**src/rtl/core/srrm_pkg.sv**
```systemverilog
package srrm_pkg;

   localparam int LEN_W       = 11;
   localparam int POS_W       = 10;
   localparam int DATA_W      = 32;
   localparam int OP_W        = 2;
   localparam int REQ_TDATA_W = 56;

   localparam logic signed [DATA_W-1:0] EMPTY_MIN = 32'sh4000_0000;

   localparam logic [OP_W-1:0] OP_WRITE  = 2'd0;
   localparam logic [OP_W-1:0] OP_ROTATE = 2'd1;
   localparam logic [OP_W-1:0] OP_QUERY  = 2'd2;
   localparam logic [OP_W-1:0] OP_NONE   = 2'd3;

   typedef enum logic [1:0] {
      ST_IDLE,
      ST_LAP,
      ST_FINISH
   } state_type;

   // shift strobe and the value entering the tail of the ring
   typedef struct packed {
      logic                     shift;
      logic signed [DATA_W-1:0] tail;
   } ring_ctl_type;

   typedef struct packed {
      logic                     valid;
      logic signed [DATA_W-1:0] value;
   } result_type;

endpackage

```
**src/rtl/core/srrm_seq.sv**
```systemverilog
module srrm_seq
   import srrm_pkg::*;
#(
   parameter int MAX_ELEMENTS = 1024
) (
   input  logic                     clock,
   input  logic                     reset,
   input  logic                     req_valid,
   output logic                     req_ready,
   input  logic [OP_W-1:0]          req_op,
   input  logic [POS_W-1:0]         req_first,
   input  logic [POS_W-1:0]         req_last,
   input  logic signed [DATA_W-1:0] req_value,
   input  logic [LEN_W-1:0]         seq_len,
   input  logic                     rsp_busy,
   output ring_ctl_type             ring,
   input  logic signed [DATA_W-1:0] head,
   input  logic signed [DATA_W-1:0] look,
   output result_type               result
);

   localparam int PW = $clog2(MAX_ELEMENTS);
   localparam int CW = (PW + 1 > LEN_W) ? PW + 1 : LEN_W;
   localparam logic [CW-1:0] MAX_C   = CW'(MAX_ELEMENTS);
   localparam logic [PW-1:0] TOP_POS = PW'(MAX_ELEMENTS - 1);

   state_type                state_ff, state_in;
   logic [PW-1:0]            cnt_ff, cnt_in;
   logic [OP_W-1:0]          op_ff, op_in;
   logic [CW-1:0]            first_ff, first_in;
   logic [CW-1:0]            last_ff, last_in;
   logic signed [DATA_W-1:0] value_ff, value_in;
   logic                     act_ff, act_in;
   logic signed [DATA_W-1:0] hold_ff, hold_in;
   logic signed [DATA_W-1:0] min_ff, min_in;

   logic [CW-1:0] len_c, first_c, last_c, clip_c, pos_c;
   logic          act_c;

   // decode the incoming beat against the live length
   always_comb begin
      len_c   = (CW'(seq_len) > MAX_C) ? MAX_C : CW'(seq_len);
      first_c = CW'(req_first);
      last_c  = CW'(req_last);
      clip_c  = (len_c != '0 && last_c >= len_c) ? len_c - 1'b1 : last_c;
      unique case (req_op)
         OP_WRITE:  act_c = first_c < len_c;
         OP_ROTATE: act_c = (first_c < last_c) && (last_c < len_c);
         OP_QUERY:  act_c = (first_c < len_c) && (first_c <= clip_c);
         default:   act_c = 1'b0;
      endcase
   end

   assign pos_c = CW'(cnt_ff);

   always_comb begin
      state_in  = state_ff;
      cnt_in    = cnt_ff;
      op_in     = op_ff;
      first_in  = first_ff;
      last_in   = last_ff;
      value_in  = value_ff;
      act_in    = act_ff;
      hold_in   = hold_ff;
      min_in    = min_ff;
      req_ready = 1'b0;
      ring.shift = 1'b0;
      ring.tail  = head;
      result.valid = 1'b0;
      result.value = min_ff;
      unique case (state_ff)
         ST_IDLE: begin
            req_ready = 1'b1;
            if (req_valid) begin
               op_in    = req_op;
               first_in = first_c;
               last_in  = (req_op == OP_QUERY) ? clip_c : last_c;
               value_in = req_value;
               act_in   = act_c;
               min_in   = EMPTY_MIN;
               if (req_op != OP_NONE) begin
                  cnt_in   = TOP_POS;
                  state_in = ST_LAP;
               end
            end
         end
         ST_LAP: begin
            ring.shift = 1'b1;
            if (act_ff) begin
               unique case (op_ff)
                  OP_WRITE: begin
                     if (pos_c == first_ff) begin
                        ring.tail = value_ff;
                     end
                  end
                  OP_ROTATE: begin
                     // drop the last element into hold, pull the rest up by one
                     priority if (pos_c == last_ff) begin
                        hold_in   = head;
                        ring.tail = look;
                     end else if (pos_c > first_ff && pos_c < last_ff) begin
                        ring.tail = look;
                     end else if (pos_c == first_ff) begin
                        ring.tail = hold_ff;
                     end else begin
                        ring.tail = head;
                     end
                  end
                  OP_QUERY: begin
                     priority if (pos_c == last_ff) begin
                        min_in = head;
                     end else if (pos_c >= first_ff && pos_c < last_ff
                                  && head < min_ff) begin
                        min_in = head;
                     end else begin
                        min_in = min_ff;
                     end
                  end
                  default: ;
               endcase
            end
            if (cnt_ff == '0) begin
               state_in = ST_FINISH;
            end else begin
               cnt_in = cnt_ff - 1'b1;
            end
         end
         ST_FINISH: begin
            if (op_ff == OP_QUERY) begin
               if (!rsp_busy) begin
                  result.valid = 1'b1;
                  state_in     = ST_IDLE;
               end
            end else begin
               state_in = ST_IDLE;
            end
         end
         default: state_in = ST_IDLE;
      endcase
   end

   always_ff @(posedge clock) begin
      if (reset) begin
         state_ff <= ST_IDLE;
      end else begin
         state_ff <= state_in;
      end
   end

   always_ff @(posedge clock) begin
      cnt_ff   <= cnt_in;
      op_ff    <= op_in;
      first_ff <= first_in;
      last_ff  <= last_in;
      value_ff <= value_in;
      act_ff   <= act_in;
      hold_ff  <= hold_in;
      min_ff   <= min_in;
   end

endmodule

```
**config.mk**
```make
export PLATFORM = sky130hd
export DESIGN_NAME = srrm_seq
export DESIGN_NICKNAME = d
export VERILOG_FILES = /design/src/rtl/core/srrm_pkg.sv /design/src/rtl/core/srrm_seq.sv
export SDC_FILE = /design/constraint.sdc
export NUM_CORES = 1
export LEC_CHECK = 0
export BUFFER_PORTS_ARGS = -buffer_cell sky130_fd_sc_hd__buf_4
export CORE_ASPECT_RATIO = 1.75
export CORE_UTILIZATION = 50
export CTS_CLUSTER_DIAMETER = 80
export DETAILED_ROUTE_END_ITERATION = 7
export PLACE_DENSITY = 0.86
export REMOVE_ABC_BUFFERS = 1
export SLEW_MARGIN = 0
export SYNTH_ARGS = -nofsm -noshare
export SYNTH_HDL_FRONTEND = slang
export SYNTH_SLANG_ARGS = --single-unit
export TNS_END_PERCENT = 100
```
**constraint.sdc**
```tcl
create_clock -name clock -period 4.5 [get_ports clock]
set_input_delay 0.225 -clock clock [delete_from_list [all_inputs] [get_ports clock]]
set_output_delay 0.225 -clock clock [all_outputs]
set_load 0.02 [all_outputs]
```
==> flow_summary.toml, run 1 <==
[synth]
avgSynthCellArea_um2 = 10.4
ys_warn_count = 0
synth-main-ff-cell = "edfxtp_1"
yosysUniqueCellTypes = 65
async_flop_share_pct = 0
synth_area_um2 = 8440
ys_seq_elements = 132
netlist_instances = 809
yosysSeqAreaShare_pct = 46.7
synth_edf_count = 130

[placed_design]
port_buffers = 199
routabilityCongestion = 0.899
dp_hpwl_mm = 17.4
dpl_cell_area_um2 = 10200

[layout]
seq_area_um2 = 3940
finish.utilization_pct = 67.2
finalInstanceArea_um2 = 11000
drive_gt1_share_pct = 24.7
fillers = 1194
syn_to_final_growth_pct = 30.9
antenna_cells = 0
layout.nets = 1269
final_cell_mix = "buf_4, nand2_1, edfxtp_1, ha_1, inv_1"
final_common_cell = "buf_4"
multi_input_area_um2 = 4120

[setup_path]
crit_slowest_cell = "a21o_1"
r2r-start = "min_ff[25]"
cp.required_ns = 4.28
crit_path_start = "cnt_ff[5]"
worstPathArrival_ns = 3.83
path_class = "flop to output port"
end_kind = "output port"
start_kind = "flop"
r2r_setup_slack_ns = 1.30
cp_num_buf_inv = 2
critPathMaxFanout = 26
rr_worst_depth = 9
cp_cell_sequence = "ha_1 -> and4_1 -> a31oi_1 -> o21ai_1 -> nor3_2 -> nor3_2 -> buf_4 -> a21o_1 -> a221o_1 -> buf_4"
critical_path_depth = 10
r2r-end = "min_ff[28]"
slowest_delay_ns = 0.87
endpoint = "ring[12]"
path_delay_family = "compound AO/OA/AOI/OAI gates"

[global_route]
grt_antenna_before_repair = 0
track_usage_pct = 29.9
grt_pass1_vias = 7917
grt_max_degree = 58
grt_pass1_wl_mm = 39.6
grt_remaining_overflow = 0

[timing]
rsz0062_at_grt = "no"
setup_viol = 0
fmax_mhz = 247
worst_slew_pin_slew_ns = 1.09
hold_viol_final = 0
finalMaxSlewViolations = 0
relSlewSlack_pct = 27.0
post-route-period-util_pct = 90.0
final.min_clock_period_ns = 4.05
finClkSkew_ns = 0.00927
tns_ns = 0

[detailed_routing]
drtPass1Iterations = 5
avgRoutedWirePerCell_um = 20.0
postRouteAntennaNets = 0
drc = 0
viasPerCell = 5.91
drtIter0Drc = 504
vias = 7564
wirelength_mm = 25.6

[pwr]
p_per_area_nw_per_um2 = 309
p_leak_nw = 4.80
irDropWorstVdd_v = 0.000247

[clocking]
cts_sinks = 132
cts.repair.resized = 0
clk_latency_ns = 0.43
cts_tree = "done"
clock-root-buffer = "clkbuf_16"
clkSlewWorstSetupHoldPaths_ns = 0.05
cts_buffers = 17
h-tree-depth = 4
cts_buffer_depth = 2

[min_path]
hp-class = "primary input to flop"

[job]
maxCapViolCount = 0

[run_status]
status = "finished clean"

[floorplan]
die_height_um = 174
dieWidth_um = 100
fp.dieArea_um2 = 17400
core.rowCount = 62
start_util_pct = 51.3
ioPinCount = 200
core_region_area_um2 = 16400
cells in the mapped netlist (all sizes together) (8+ instances only):
cell	count	area share [%]
nand2	131	5.8
nand3	21	1.2
a221o	26	3.1
or3	8	0.65
a21oi	37	2.3
nor3	11	0.77
nor2	30	1.4
nand4	15	1.1
and2	37	2.7
ha	92	14
inv	66	2.9
o21ai	32	2.0
a21o	12	1.1
clkbuf	13	0.58
edfxtp	130	46
a22o	27	2.8
buf	17	1.3
metrics by stage:
stage / std cells / worst slack [ns] / hold WS, ns / total power [mW]
floorplan: 779 / 0.343 / 0.294 / 1.83
global placement: 1215 / 0.108 / 0.395 / 2.12
detailed placement: 1215 / 0.0758 / 0.397 / 2.14
CTS: 1280 / 0.510 / 0.00918 / 3.39
global route: 1280 / 0.176 / 0.00259 / 3.54
finish: 1280 / 0.449 / 0.0179 / 3.41
layout make-up:
cell class / count / area share [%]
clock buffer: 18 / 3.88
clock inverter: 13 / 0.849
inverter: 67 / 2.28
multi-input combinational: 580 / 37.3
sequential: 132 / 35.7
tap: 224 / 2.54
timing repair buffer: 246 / 17.5
logic make-up (layout without fill, tap and decap cells):
family / count (synthesis) / after routing / synth area share (%)
compound gates: 185 / 185 / 16.0
xor+xnor: 9 / 9 / 0.934
fa+ha+maj: 92 / 92 / 13.6
buf+inv: 97 / 344 / 4.85
flops: 132 / 132 / 46.7
mux: 8 / 8 / 1.02
simple gates: 286 / 286 / 16.8
report_power, final:
part,internal [mW],switching [mW]
registers,1.43,0.0293
clock network,0.740,0.507
logic,0.317,0.390
worst min-delay path by stage:
| stage | start | endpoint | slack, ns | cells after the start |
|---|---|---|---|---|
| after CTS | head[31] | hold_ff[31] | 0.009 | 1 |
| after detailed placement | reset | state_ff[1] | 0.40 | 2 |
| after global placement | reset | state_ff[1] | 0.39 | 2 |
| final | head[0] | hold_ff[0] | 0.02 | 1 |
| after global routing | head[12] | hold_ff[12] | 0.003 | 1 |
| after floorplan | reset | state_ff[1] | 0.29 | 1 |
sequential cells by signal, summed over array words and instances, names as in the netlist:
name / flops
cnt_ff: 10
value_ff: 32
min_ff: 32
act_ff: 1
last_ff: 11
hold_ff: 32
first_ff: 10
op_ff: 2
state_ff: 2
routing by layer:
metal  up-vias  part of all wire (%)  global-route usage, %
met1      3569                    32                   28.5
met4         0                   6.5                   21.3
met5         -                     0                      0
met3       108                   7.4                   6.84
li1       3476                     -                      -
met2       411                    54                   54.9
worst reg2reg max path: cells and delay by family (launching register included):
family / cells / cell delay, ns
AOI/OAI and AO/OA: 2 / 0.30
xor gates and xnor gates: 1 / 0.20
adders and majority gates: 1 / 0.31
buffers and inverters: 2 / 0.49
DFF: 1 / 0.41
and+or+nand+nor: 3 / 1.12
timing repair:
item / CTS / global route
endpoints found under the hold margin: 34 / 0
hold buffers: 34 / 0
buffers inserted: 0 / 0
No activity file was read; power rests on OpenSTA's default activity.
==> run 2: changes to the inputs <==
--- a/config.mk
+++ b/config.mk
@@ -5,12 +5,14 @@
 export SDC_FILE = /design/constraint.sdc
 export NUM_CORES = 1
 export LEC_CHECK = 0
+export ABC_AREA = 1
 export BUFFER_PORTS_ARGS = -buffer_cell sky130_fd_sc_hd__buf_4
 export CORE_ASPECT_RATIO = 1.75
+export CORE_MARGIN = 2
 export CORE_UTILIZATION = 50
 export CTS_CLUSTER_DIAMETER = 80
 export DETAILED_ROUTE_END_ITERATION = 7
-export PLACE_DENSITY = 0.86
+export PLACE_DENSITY = 0.85
 export REMOVE_ABC_BUFFERS = 1
 export SLEW_MARGIN = 0
 export SYNTH_ARGS = -nofsm -noshare
==> flow_summary.toml, run 2 <==
[setup_path]
worstPathArrival_ns = 3.92
crit_path_start = "cnt_ff[5]"
cp_num_buf_inv = 3
r2r-start = "cnt_ff[5]"
start_kind = "flop"
critPathMaxFanout = 33
cp_cell_sequence = "ha_1 -> nand2_1 -> nor3_2 -> nand3_2 -> buf_4 -> nand3_2 -> buf_4 -> nand2_2 -> nand2_1 -> nand3_1 -> a21oi_1 -> buf_4"
critical_path_depth = 12
crit_path_frequent_cell = "buf_4"
slowest_delay_ns = 0.53
end_kind = "output port"
path_class = "flop to output port"
path_delay_family = "simple AND/OR/NAND/NOR gates"
crit_slowest_cell = "nand2_2"
rr_worst_depth = 12
cp.required_ns = 4.28

[detailed_routing]
wl_met2_mm = 14.9
avgRoutedWirePerCell_um = 16.7
drc = 0
viasPerCell = 5.41
drtPass1Iterations = 5
drt-met1-wl_mm = 8.99
drtIter0Drc = 708
vias = 9013
postRouteAntennaNets = 0
wirelength_mm = 27.9
routed-wl-met3_mm = 2.18
top_layer_used = "met4"

[floorplan]
core.rowCount = 66
fp.dieArea_um2 = 19800
die_height_um = 185
start_util_pct = 50.7
core_region_area_um2 = 18400
dieWidth_um = 107
ioPinCount = 200

[synth]
synth_area_um2 = 9330
synth-main-ff-cell = "edfxtp_1"
ys_warn_count = 0
netlist_instances = 1190
avgSynthCellArea_um2 = 7.84
yosysSeqAreaShare_pct = 42.3
synth_edf_count = 130
synth_top_area_share_pct = 41.9
synth_largest_area_cell = "edfxtp_1"
async_flop_share_pct = 0
yosysUniqueCellTypes = 41
synth_most_common_cell = "nand2_1"
synth_area_leaders = "edfxtp_1, nand2_1, ha_1"
ys_seq_elements = 132
yosys-top-cells-count = "nand2_1, inv_1, edfxtp_1, ha_1, nor2_1"

[layout]
final_common_cell = "nand2_1"
syn_to_final_growth_pct = 28.5
antenna_cells = 0
fillers = 1462
multi_input_area_um2 = 4540
drive_gt1_share_pct = 19.0
final_cell_mix = "nand2_1, buf_4, inv_1, edfxtp_1, ha_1"
largestRegisters = "hold_ff x32, min_ff x32, value_ff x32"
layout.cells.non_filler = 1667
layout.nets = 1641
seq_area_um2 = 3940

[timing]
final.min_clock_period_ns = 4.14
finalMaxSlewViolations = 0
tns_ns = 0
relSlewSlack_pct = 23.4
finClkSkew_ns = 0.00625
hold_viol_final = 0
rsz0062_at_grt = "no"
post-route-period-util_pct = 92.0
worst_slew_pin_slew_ns = 1.15
setup_viol = 0
fmax_mhz = 241

[pwr]
p_per_area_nw_per_um2 = 321
switching_share_pct = 28.9
p_leak_nw = 5.85
pwr-share-comb_pct = 23.9
irDropWorstVdd_v = 0.000270
p_int_mw = 2.74
clock_power_share_pct = 37.6
seqPwrFrac_pct = 38.5
p_switching_mw = 1.11

[min_path]
hp-class = "primary input to flop"
hold_depth = 1
min_from = "head[0]"

[placed_design]
dp_hpwl_mm = 19.7
port_buffers = 199
dp_cells = 1601
routabilityCongestion = 0.903

[clocking]
clkSlewWorstSetupHoldPaths_ns = 0.06
cts_buffers = 17
cts.repair.resized = 0
h-tree-depth = 4
cts_buffer_depth = 2
clock-root-buffer = "clkbuf_16"
cts_sinks = 132
cts_hold_buf = 34
cts_setup_buffers = 0
cts_tree = "done"
clk_latency_ns = 0.43

[global_route]
track_usage_pct = 28.0
grt_max_degree = 58
grt_pass1_wl_mm = 42.7
grt_remaining_overflow = 0
grt_antenna_before_repair = 0
grt_pass1_vias = 9108

[run_status]
status = "finished clean"

[job]
maxCapViolCount = 0
run 2: kinds of logic after synthesis:
logic type	Yosys count	share of synthesized area, %
buf+inv	210	9.19
flops	132	42.3
xor+xnor	4	0.376
compound gates	123	7.20
fa+ha+maj	92	12.3
simple gates	629	28.6
run 2: power groups by stage:
stage	combinational [mW]	clock (mW)	sequential (mW)
global route	1.02	1.49	1.49
finish	0.921	1.45	1.48
floorplan	0.477	0	1.53
detailed placement	0.883	0	1.50
global placement	0.863	0	1.50
CTS	0.915	1.45	1.48
run 2: worst paths after layout:
| path | to | slack, ns |
|---|---|---|
| max reg2reg | min_ff[21] | 1.31 |
| min reg2reg | cnt_ff[0] | 0.56 |
| max | ring[12] | 0.36 |
| min | hold_ff[0] | 0.008 |
run 2: area by class of cell:
| cell class | instances | share of cell area [%] |
|---|---|---|
| multi-input combinational | 848 | 37.9 |
| clock inverter | 6 | 0.752 |
| sequential | 132 | 32.9 |
| clock buffer | 26 | 4.50 |
| inverter | 172 | 5.41 |
| timing repair buffer | 245 | 16.1 |
| tap | 238 | 2.49 |
run 2: worst register-to-register path, stage by stage (launching register included):
cell and delay (ns):
edfxtp_1 0.48, ha_1 0.35, nand2_1 0.09, nor3_2 0.13, nand3_2 0.28, inv_2 0.54, o21ai_0 0.20, inv_1 0.09
nand3_1 0.07, nand2_1 0.07, nand2_1 0.05, nand2_1 0.05, buf_4 0.41
run 2: metrics by stage:
step | area, um^2 | hold WS [ns] | utilization [%] | setup WS (ns) | power [mW]
floorplan | 9120 | 0.294 | - | -0.847 | 2.01
global placement | 11000 | 0.404 | 59.8 | 0.803 | 2.36
detailed placement | 11000 | 0.405 | 59.8 | 0.753 | 2.38
CTS | 12000 | 0.00542 | 65.1 | 0.397 | 3.84
global route | 12000 | 0.00731 | 65.1 | 0.146 | 4.00
finish | 12000 | 0.00829 | 65.1 | 0.359 | 3.85
run 2: routing by layer:
metal | vias to the layer above | GRT usage (%)
li1 | 4338 | -
met3 | 133 | 4.92
met5 | - | 0
met4 | 0 | 19.1
met1 | 4094 | 26.4
met2 | 448 | 53.4
==> run 3: changes to the inputs <==
--- a/config.mk
+++ b/config.mk
@@ -12,7 +12,7 @@
 export CORE_UTILIZATION = 50
 export CTS_CLUSTER_DIAMETER = 80
 export DETAILED_ROUTE_END_ITERATION = 7
-export PLACE_DENSITY = 0.85
+export PLACE_DENSITY_LB_ADDON = 0.12
 export REMOVE_ABC_BUFFERS = 1
 export SLEW_MARGIN = 0
 export SYNTH_ARGS = -nofsm -noshare
==> flow_summary.toml, run 3 (synthesis gave the netlist of run 2 again) <==
[job]
maxCapViolCount = 0

[placed_design]
routabilityCongestion = 0.923
dp_hpwl_mm = 21.6
port_buffers = 199

[global_route]
grt_antenna_before_repair = 0
track_usage_pct = 29.9
grt_max_degree = 65
grt_remaining_overflow = 0
grt_pass1_vias = 8771
grt_pass1_wl_mm = 44.2

[layout]
fillers = 1662
final_cell_mix = "nand2_1, buf_4, inv_1, edfxtp_1, ha_1"
multi_input_area_um2 = 4550
antenna_cells = 0
largestRegisters = "hold_ff x32, min_ff x32, value_ff x32"
layout.nets = 1636
seq_area_um2 = 3940
final_common_cell = "nand2_1"
drive_gt1_share_pct = 18.7
syn_to_final_growth_pct = 27.7

[setup_path]
r2r-end = "min_ff[1]"
r2r_setup_slack_ns = 0.93
slowest_delay_ns = 0.73
cp_num_buf_inv = 3
end_kind = "output port"
cp_cell_sequence = "ha_1 -> nand2_1 -> nor3_2 -> nand3_2 -> inv_2 -> buf_4 -> nand2_1 -> nand4_1 -> nand3_1 -> a21oi_1 -> buf_4"
worstPathArrival_ns = 3.91
critPathMaxFanout = 64
path_delay_family = "simple AND/OR/NAND/NOR gates"
crit_slowest_cell = "nand3_2"
cp.required_ns = 4.28
start_kind = "flop"
r2r-start = "cnt_ff[5]"
path_class = "flop to output port"
rr_worst_depth = 11

[run_status]
status = "finished clean"

[timing]
hold_viol_final = 0
setup_viol = 0
worst_slew_pin_slew_ns = 1.21
fmax_mhz = 242
finClkSkew_ns = 0.00682
final.min_clock_period_ns = 4.14
post-route-period-util_pct = 91.9
finalMaxSlewViolations = 0
whs_ns = 0.0252
relSlewSlack_pct = 19.6
rsz0062_at_grt = "no"

[clocking]
h-tree-depth = 4
clk_latency_ns = 0.42
cts_setup_buffers = 0
clock-root-buffer = "clkbuf_16"
cts_buffers = 17
clkSlewWorstSetupHoldPaths_ns = 0.06
cts_buffer_depth = 2
cts.repair.resized = 0
cts_sinks = 132
cts_tree = "done"

[detailed_routing]
drtIter0Drc = 544
postRouteAntennaNets = 0
vias = 8843
drtPass1Iterations = 5
wirelength_mm = 29.3
viasPerCell = 5.32
drc = 0
avgRoutedWirePerCell_um = 17.6

[pwr]
p_switching_mw = 1.13
switching_share_pct = 29.8
seqPwrFrac_pct = 38.9
clock_power_share_pct = 36.6
p_int_mw = 2.67
irDropWorstVdd_v = 0.000238
power.total_mw = 3.80
p_per_area_nw_per_um2 = 319
pwr-share-comb_pct = 24.5
p_leak_nw = 5.80

[floorplan]
die_height_um = 185
core_region_area_um2 = 18400
ioPinCount = 200
start_util_pct = 50.7
dieWidth_um = 107
fp.dieArea_um2 = 19800
core.rowCount = 66

[min_path]
min_to = "hold_ff[27]"
min_from = "head[27]"
hold_depth = 1
hp-class = "primary input to flop"
-- run 3: cell types whose count changed in the layout (fill, tap and decap cells not counted), moves of 2 or more --
cell	before	now
clkbuf_8	8	0
clkinv_4	0	3
buf_4	211	206
clkinv_2	0	2
-- run 3: routing by layer --
metal	vias to the layer above	GRT usage [%]	wire length, um
met5	-	0	0
met4	0	23.8	2490
met3	115	4.21	1520
met2	339	56.6	15900
met1	4052	27.5	9330
li1	4337	-	-
-- run 3: metrics by stage --
stage	util [%]	cell area [um^2]	setup WS, ns	cells	TNS (ns)
floorplan	-	9120	-0.847	1152	-27.11
global placement	59.6	11000	0.524	1596	0
detailed placement	59.6	11000	0.456	1596	0
CTS	64.7	11900	0.366	1662	0
global route	64.7	11900	0.112	1662	0
finish	64.7	11900	0.363	1662	0
-- run 3: final cells by class --
cell class	count	share of cell area, %
multi-input cells	848	38.1
flip-flops and latches	132	33.1
repair buffers	240	15.8
inverters	172	5.44
clock buffers	19	3.63
well taps	238	2.50
clock inverters	13	1.34
-- run 3: worst max path at each step --
stage | slack [ns] | from | cells after the start | end
after floorplan | -0.85 | cnt_ff[5] | 5 | hold_ff[0]
after global placement | 0.52 | seq_len[0] | 26 | act_ff
after detailed placement | 0.46 | seq_len[0] | 26 | act_ff
after CTS | 0.37 | cnt_ff[5] | 11 | ring[4]
after global routing | 0.11 | cnt_ff[3] | 11 | ring[11]
final | 0.36 | cnt_ff[5] | 11 | ring[4]
-- run 3: repair_timing --
action	in CTS	in global routing
endpoints found under the setup margin	0	0
hold buffers	34	0
endpoints found under the hold margin	35	0
-- run 3: worst reg2reg max path: cells and delay by family (launching register included) --
| family | cells | cell delay, ns |
|---|---|---|
| AOI/OAI and AO/OA | 1 | 0.11 |
| adders and majority gates | 1 | 0.35 |
| and+or+nand+nor | 7 | 1.90 |
| DFF | 1 | 0.50 |
| buffers and inverters | 2 | 0.31 |
-- run 3: power groups by stage --
stage	clock network, mW	registers, mW	logic (mW)
6_report	1.39	1.48	0.931
5_1_grt	1.46	1.49	1.03
2_1_floorplan	0	1.53	0.477
3_3_place_gp	0	1.50	0.892
4_1_cts	1.41	1.48	0.933
3_5_place_dp	0	1.50	0.903
